### src/hw/rtl/prime_value_filter_macros.svh
// assertion macros shared by the prime value filter modules
`ifndef PRIME_VALUE_FILTER_MACROS_SVH
`define PRIME_VALUE_FILTER_MACROS_SVH

// expression must never hold outside reset
`define PVF_ASSERT_NEVER(name, clk, rst, expr) \
  name: assert property (@(posedge clk) disable iff (rst) !(expr)) \
    else $error("prime value filter: forbidden condition seen");

// antecedent implies consequent in the same cycle
`define PVF_ASSERT_IMPLY(name, clk, rst, ante, cons) \
  name: assert property (@(posedge clk) disable iff (rst) (ante) |-> (cons)) \
    else $error("prime value filter: implication failed");

// antecedent implies consequent in the next cycle
`define PVF_ASSERT_NEXT(name, clk, rst, ante, cons) \
  name: assert property (@(posedge clk) disable iff (rst) (ante) |=> (cons)) \
    else $error("prime value filter: next-cycle implication failed");

`endif

### src/hw/rtl/pvf_pkg.sv
// shared types and class codes of the prime value filter
package pvf_pkg;

  // class given to each word by the front part
  typedef logic [0:0] item_class_t;
  localparam item_class_t CLASS_PASS  = 1'b0;  // never prime, passes as is
  localparam item_class_t CLASS_TRIAL = 1'b1;  // needs trial division

  // head-of-queue status seen by the back part
  typedef struct packed {
    logic        valid;
    item_class_t cls;
  } queue_tag_t;

endpackage

### src/hw/rtl/prime_value_filter.sv
// top level of the prime value filter: drops prime words from a stream
//
//   channel   direction   handshake                 payload
//   value     in          value_valid/value_ready   value      (VALUE_BITS, signed)
//   kept      out         kept_valid/kept_ready     kept_value (VALUE_BITS, signed)
//
// negative words, zero and one pass through the front register, queue and result register
// other words go through trial division, divisors 2, 3, ... while d*d <= n
// each divisor passes check, one remainder step per magnitude bit and test in the single bit-serial remainder unit
// worst case for 16 bits is about 181 divisors per word
// front part keeps accepting while the queue has room; the result register decouples kept_ready
// synchronous reset empties the front register, queue and result register; no clearing pass
module prime_value_filter
  import pvf_pkg::*;
#(
  parameter int VALUE_BITS = 16
) (
  input  logic                         clk,
  input  logic                         rst,
  input  logic                         value_valid,
  output logic                         value_ready,
  input  logic signed [VALUE_BITS-1:0] value,
  output logic                         kept_valid,
  input  logic                         kept_ready,
  output logic signed [VALUE_BITS-1:0] kept_value
);

  // front to queue
  logic                  push;
  logic [VALUE_BITS-1:0] push_value;
  item_class_t           push_cls;
  logic                  queue_full;

  // queue to back
  queue_tag_t            head_tag;
  logic [VALUE_BITS-1:0] head_value;
  logic                  pop;

  // accepts each word and marks whether it needs trial division
  pvf_front #(
    .VALUE_BITS (VALUE_BITS)
  ) u_front (
    .clk         (clk),
    .rst         (rst),
    .value_valid (value_valid),
    .value_ready (value_ready),
    .value       (value),
    .push        (push),
    .push_value  (push_value),
    .push_cls    (push_cls),
    .queue_full  (queue_full)
  );

  // two-entry queue lets the front run ahead of a long division
  pvf_queue #(
    .VALUE_BITS (VALUE_BITS)
  ) u_queue (
    .clk        (clk),
    .rst        (rst),
    .push       (push),
    .push_value (push_value),
    .push_cls   (push_cls),
    .full       (queue_full),
    .pop        (pop),
    .head_tag   (head_tag),
    .head_value (head_value)
  );

  // trial division and the result register
  pvf_back #(
    .VALUE_BITS (VALUE_BITS)
  ) u_back (
    .clk        (clk),
    .rst        (rst),
    .head_tag   (head_tag),
    .head_value (head_value),
    .pop        (pop),
    .kept_valid (kept_valid),
    .kept_ready (kept_ready),
    .kept_value (kept_value)
  );

endmodule

### src/hw/rtl/pvf_front.sv
// front part: accepts words and classifies them
module pvf_front
  import pvf_pkg::*;
#(
  parameter int VALUE_BITS = 16
) (
  input  logic                         clk,
  input  logic                         rst,
  input  logic                         value_valid,
  output logic                         value_ready,
  input  logic signed [VALUE_BITS-1:0] value,
  output logic                         push,
  output logic        [VALUE_BITS-1:0] push_value,
  output item_class_t                  push_cls,
  input  logic                         queue_full
);

  localparam int MAG_BITS = VALUE_BITS - 1;

  logic                  hold_valid;
  logic [VALUE_BITS-1:0] hold_value;
  item_class_t           hold_cls;
  item_class_t           cls_next;

  // negative, zero and one never need testing
  always_comb begin
    if (!value[VALUE_BITS-1] && (value[MAG_BITS-1:0] > MAG_BITS'(1))) begin
      cls_next = CLASS_TRIAL;
    end else begin
      cls_next = CLASS_PASS;
    end
  end

  assign push        = hold_valid && !queue_full;
  assign value_ready = !hold_valid || push;
  assign push_value  = hold_value;
  assign push_cls    = hold_cls;

  always_ff @(posedge clk) begin
    if (rst) begin
      hold_valid <= 1'b0;
    end else if (value_ready) begin
      hold_valid <= value_valid;
    end
  end

  always_ff @(posedge clk) begin
    if (value_ready && value_valid) begin
      hold_value <= value;
      hold_cls   <= cls_next;
    end
  end

endmodule

### src/hw/rtl/pvf_queue.sv
// short queue between front and back parts
`include "prime_value_filter_macros.svh"
module pvf_queue
  import pvf_pkg::*;
#(
  parameter int VALUE_BITS = 16
) (
  input  logic                  clk,
  input  logic                  rst,
  input  logic                  push,
  input  logic [VALUE_BITS-1:0] push_value,
  input  item_class_t           push_cls,
  output logic                  full,
  input  logic                  pop,
  output queue_tag_t            head_tag,
  output logic [VALUE_BITS-1:0] head_value
);

  localparam int DEPTH      = 2;
  localparam int PTR_BITS   = $clog2(DEPTH);
  localparam int COUNT_BITS = $clog2(DEPTH + 1);

  logic [VALUE_BITS-1:0] slot_value [DEPTH];
  item_class_t           slot_cls   [DEPTH];
  logic [PTR_BITS-1:0]   wr_ptr;
  logic [PTR_BITS-1:0]   rd_ptr;
  logic [COUNT_BITS-1:0] count;

  assign full           = (count == COUNT_BITS'(DEPTH));
  assign head_tag.valid = (count != '0);
  assign head_tag.cls   = slot_cls[rd_ptr];
  assign head_value     = slot_value[rd_ptr];

  always_ff @(posedge clk) begin
    if (rst) begin
      wr_ptr <= '0;
      rd_ptr <= '0;
      count  <= '0;
    end else begin
      if (push) begin
        wr_ptr <= wr_ptr + PTR_BITS'(1);
      end
      if (pop) begin
        rd_ptr <= rd_ptr + PTR_BITS'(1);
      end
      if (push && !pop) begin
        count <= count + COUNT_BITS'(1);
      end else if (pop && !push) begin
        count <= count - COUNT_BITS'(1);
      end
    end
  end

  always_ff @(posedge clk) begin
    if (push) begin
      slot_value[wr_ptr] <= push_value;
      slot_cls[wr_ptr]   <= push_cls;
    end
  end

  `PVF_ASSERT_NEVER(a_count_in_range, clk, rst, count > COUNT_BITS'(DEPTH))
  `PVF_ASSERT_NEXT(a_count_grows, clk, rst, push && !pop, count == $past(count) + COUNT_BITS'(1))
  `PVF_ASSERT_NEVER(a_no_push_full, clk, rst, push && full)
  `PVF_ASSERT_NEVER(a_no_pop_empty, clk, rst, pop && (count == '0))

endmodule

### src/hw/rtl/pvf_back.sv
// back part: trial division engine and output register
`include "prime_value_filter_macros.svh"
module pvf_back
  import pvf_pkg::*;
#(
  parameter int VALUE_BITS = 16
) (
  input  logic                         clk,
  input  logic                         rst,
  input  queue_tag_t                   head_tag,
  input  logic        [VALUE_BITS-1:0] head_value,
  output logic                         pop,
  output logic                         kept_valid,
  input  logic                         kept_ready,
  output logic signed [VALUE_BITS-1:0] kept_value
);

  localparam int MAG_BITS = VALUE_BITS - 1;
  localparam int W        = MAG_BITS + 2;
  localparam int CNT_BITS = $clog2(MAG_BITS + 1);

  localparam logic [1:0] S_IDLE  = 2'd0;
  localparam logic [1:0] S_CHECK = 2'd1;
  localparam logic [1:0] S_DIV   = 2'd2;
  localparam logic [1:0] S_TEST  = 2'd3;

  logic [1:0]            state;
  logic [1:0]            state_next;
  logic [VALUE_BITS-1:0] word;
  logic [W-1:0]          n;
  logic [W-1:0]          d;
  logic [W-1:0]          sq;
  logic [W-1:0]          rem;
  logic [W-1:0]          shifted;
  logic [MAG_BITS-1:0]   shreg;
  logic [CNT_BITS-1:0]   cnt;
  logic                  out_free;
  logic                  load_out;

  assign n        = W'(word[MAG_BITS-1:0]);
  assign out_free = !kept_valid || kept_ready;
  assign pop      = (state == S_IDLE) && head_tag.valid && out_free;
  assign shifted  = {rem[W-2:0], shreg[MAG_BITS-1]};

  // result register takes a passing word at once or a composite at the end
  assign load_out = (pop && (head_tag.cls == CLASS_PASS)) ||
                    ((state == S_TEST) && (rem == '0));

  always_comb begin
    state_next = state;
    unique case (state)
      S_IDLE: begin
        if (pop && (head_tag.cls == CLASS_TRIAL)) begin
          state_next = S_CHECK;
        end
      end
      S_CHECK: begin
        if (sq > n) begin
          state_next = S_IDLE;  // no divisor found: prime, dropped
        end else begin
          state_next = S_DIV;
        end
      end
      S_DIV: begin
        if (cnt == CNT_BITS'(MAG_BITS - 1)) begin
          state_next = S_TEST;
        end
      end
      S_TEST: begin
        if (rem == '0) begin
          state_next = S_IDLE;
        end else begin
          state_next = S_CHECK;
        end
      end
      default: state_next = S_IDLE;
    endcase
  end

  always_ff @(posedge clk) begin
    if (rst) begin
      state      <= S_IDLE;
      kept_valid <= 1'b0;
    end else begin
      state <= state_next;
      if (load_out) begin
        kept_valid <= 1'b1;
      end else if (kept_ready) begin
        kept_valid <= 1'b0;
      end
    end
  end

  always_ff @(posedge clk) begin
    if (pop) begin
      word <= head_value;
      d    <= W'(2);
      sq   <= W'(4);
    end
    if (load_out) begin
      kept_value <= (state == S_IDLE) ? head_value : word;
    end
    case (state)
      S_CHECK: begin
        rem   <= '0;
        shreg <= word[MAG_BITS-1:0];
        cnt   <= '0;
      end
      S_DIV: begin
        // one restoring remainder step per cycle
        if (shifted >= d) begin
          rem <= shifted - d;
        end else begin
          rem <= shifted;
        end
        shreg <= shreg << 1;
        cnt   <= cnt + CNT_BITS'(1);
      end
      S_TEST: begin
        d  <= d + W'(1);
        sq <= sq + {d[W-2:0], 1'b1};
      end
      default: begin
      end
    endcase
  end

  `PVF_ASSERT_IMPLY(a_rem_below_divisor, clk, rst, state == S_TEST, rem < d)
  `PVF_ASSERT_IMPLY(a_divisor_from_two, clk, rst, state != S_IDLE, d >= W'(2))
  `PVF_ASSERT_IMPLY(a_pop_only_idle, clk, rst, pop, state == S_IDLE && out_free)

endmodule
### config.mk
export PLATFORM = sky130hd
export DESIGN_NAME = prime_value_filter
export DESIGN_NICKNAME = d
export VERILOG_FILES = /design/src/hw/rtl/pvf_pkg.sv /design/src/hw/rtl/prime_value_filter.sv /design/src/hw/rtl/pvf_front.sv /design/src/hw/rtl/pvf_queue.sv /design/src/hw/rtl/pvf_back.sv
export VERILOG_INCLUDE_DIRS = /design/src /design/src/hw/rtl
export SDC_FILE = /design/constraint.sdc
export NUM_CORES = 1
export LEC_CHECK = 0
export BUFFER_PORTS_ARGS = -buffer_cell sky130_fd_sc_hd__buf_2
export CAP_MARGIN = 20
export CORE_MARGIN = 1.5
export CORE_UTILIZATION = 55
export CTS_CLUSTER_DIAMETER = 30
export DETAILED_ROUTE_END_ITERATION = 10
export GPL_ROUTABILITY_DRIVEN = 0
export PLACE_DENSITY = 0.76
export REMOVE_ABC_BUFFERS = 1
export SKIP_LAST_GASP = 1
export SLEW_MARGIN = 20
export SYNTH_ARGS = -nofsm -noshare
export SYNTH_HDL_FRONTEND = slang
export SYNTH_SLANG_ARGS = --single-unit
### constraint.sdc
create_clock -name clk -period 2.8 [get_ports clk]
set_input_delay 0.56 -clock clk [delete_from_list [all_inputs] [get_ports clk]]
set_output_delay 0.56 -clock clk [all_outputs]
set_load 0.1 [all_outputs]
==> impl_metrics.toml <==
[routing]
antenna_left = 0
routed_wl_um = 16500
drt_iter0_markers = 398
drcViolationCount = 0
vias_per_cell = 5.78
drtPass1Iterations = 6
wl_per_cell_um = 16.9
vias = 5654

[clock_network]
cts_hold_buffers = 0
cts_tree = "done"
tritoncts.num_buffers = 17
cts_root_buf = "clkbuf_16"
clock_latency_ns = 0.43
clk_pin_slew_ns = 0.07
cts_buffer_depth = 2
htree_levels = 4
numClockSinks = 162

[floorplan]
die_y_um = 127
pin_count = 38
coreArea_sq_um = 15100
die_area_sq_um = 16100
chipWidth_um = 127
rows = 45
start_util = 0.561

[yosys]
synthSimpleGateAreaFrac = 0.126
synth.area.mux_share = 0.0346
synth_top_area_cell = "edfxtp_1"
synth_xor_area_frac = 0.0393
synth-main-ff-cell = "edfxtp_1"
synth-async-reset-ratio = 0
ys_seq_elements = 162
synth_enable_flop_cells = 153
synth.area.top_cells = "edfxtp_1, ha_1, o21ai_0, xnor2_1, mux2_2"
synth_top_family_by_area = "simple AND/OR/NAND/NOR gates"
yosysMostFrequentCell = "edfxtp_1"
mappedNetlistArea_sq_um = 8460
synth_compound_area_frac = 0.116
netlist_top_cells_count = "edfxtp_1, ha_1, inv_1"
netlist_instances = 710
yosys_warnings = 0
synth.distinct_cells = 65
yosysSeqAreaShare = 0.564
synth_adder_area_share = 0.0861
synth.top_cell.area_share = 0.543
syn_area_per_cell_sq_um = 11.9

[min_path]
min_path_type = "in2reg"

[timing]
setup_tns_ns = 0
slew_headroom = 0.503
setup_violations = 0
hold_ws_ns = 0.312
rsz0062_at_grt = "yes"
fmaxAchievable_ghz = 0.363
min_period_over_period = 0.984
fin_skew_ns = 0.00736
slew_viol_final = 0
worst_pin_slew_ns = 0.745
fin_crit_ns = 2.75
hold_viol = 0

[placement]
io_buffers = 37
postPlaceCellArea_sq_um = 8990
hpwl_um = 11900

[global_route]
grt_pass1_vias = 5585
grt_pass1_wl_um = 27000
overflow = 0
track_usage = 0.215
antenna_found_initial = 0
grt_max_degree = 37

[setup_path]
path_class = "reg2reg"
cp-end-kind = "flop"
crit_fanout = 6
cp.required_ns = 2.95
rrSetupSlack_ns = 0.05
start_kind = "flop"
arrival_ns = 2.90

[flow_run]
cap_violations = 0

[final_layout]
area_growth_pct = 14.1
fin_area_sq_um = 9660
layout-drive-gt1-share = 0.158
post-route-util = 0.640
diodes = 0
nNetsFinal = 854

[outcome]
outcome = "completed"
[cell type report]
type	count	area [sq um]
multi-input cells	477	3440
inverters	51	191
flip-flops and latches	162	4770
clock inverters	15	161
repair buffers	68	430
clock buffers	17	425
well taps	188	235
fillers	1132	5430
[critical path: stages (launching register included)]
cell	delay (ns)
edfxtp_1	0.45
ha_1	0.37
buf_4	0.17
nor2b_1	0.14
o2111ai_1	0.17
o211ai_1	0.24
a32oi_1	0.47
nand3_1	0.16
o311ai_1	0.15
o22ai_1	0.16
[per-stage QoR]
| step | std cells | worst slack, ns |
|---|---|---|
| detailed placement | 939 | -0.195 |
| global route | 978 | -0.0633 |
| finish | 978 | 0.0455 |
| CTS | 972 | 0.0218 |
| global placement | 939 | 0.0498 |
| floorplan | 689 | 0.134 |
[cells by family (layout without fill, tap and decap cells)]
logic type | count (synthesis) | in the layout
mux | 27 | 27
xor+xnor | 38 | 38
fa+ha+maj | 57 | 57
buf+inv | 72 | 151
compound gates | 152 | 153
flops | 162 | 162
simple gates | 202 | 202
[registers in the layout, indices dropped and copies added, names as in the netlist, named ones only]
register	flops
u_back.rem	17
u_queue.slot_value	32
u_queue.rd_ptr	1
u_queue.wr_ptr	1
u_back.sq	17
u_back.kept_value	16
u_back.state	1
u_back.kept_valid	1
u_back.cnt	4
u_front.push_value	16
u_back.word	16
u_queue.slot_cls	2
u_back.d	17
u_front.push_cls	1
u_back.shreg	15
u_queue.count	2
u_front.hold_valid	1
[routing by layer]
metal,up-vias,global-route usage,part of all wire
met2,185,0.387,0.51
met5,-,0,0
met1,2666,0.255,0.41
li1,2758,-,-
met4,0,0.0929,0.033
met3,45,0.0381,0.047
[what timing repair did]
item / in CTS / in global routing
gates resized for setup: 0 / 2
buffers inserted: 0 / 6
pin swaps: 1 / 2
setup endpoints to repair: 15 / 16
gates cloned: 1 / 0
endpoints found under the hold margin: 0 / 0
[cell usage in the layout, fill, tap and decap left out, types with 8 or more instances in the layout]
| cell | count |
|---|---|
| buf_2 | 37 |
| clkbuf_16 | 17 |
| dfxtp_1 | 9 |
| mux2i_1 | 9 |
| nor2_1 | 25 |
| buf_4 | 30 |
| nand2_1 | 50 |
| a21o_1 | 13 |
| xor2_1 | 13 |
| nand3_1 | 20 |
| and2_1 | 25 |
| xnor2_1 | 25 |
| o21ai_0 | 48 |
| a21oi_1 | 38 |
| nor2b_1 | 22 |
| inv_8 | 8 |
| and3_1 | 9 |
| inv_1 | 51 |
| nor3_1 | 8 |
| nor4_1 | 9 |
| mux2_2 | 18 |
| edfxtp_1 | 153 |
| nand4_1 | 9 |
| ha_1 | 55 |
[final timing paths]
kind,startpoint,endpoint,depth (start not counted)
setup / recovery,u_back.rem[1],u_back.rem[16],9
hold / removal,value[0],u_front.push_value[0],1
setup reg to reg,u_back.rem[1],u_back.rem[16],9
hold reg to reg,u_front.push_value[12],u_queue.slot_value[1][12],0
Power is not shown: default switching activity piles up to over one toggle a cycle in this logic, so the estimate is an artifact.
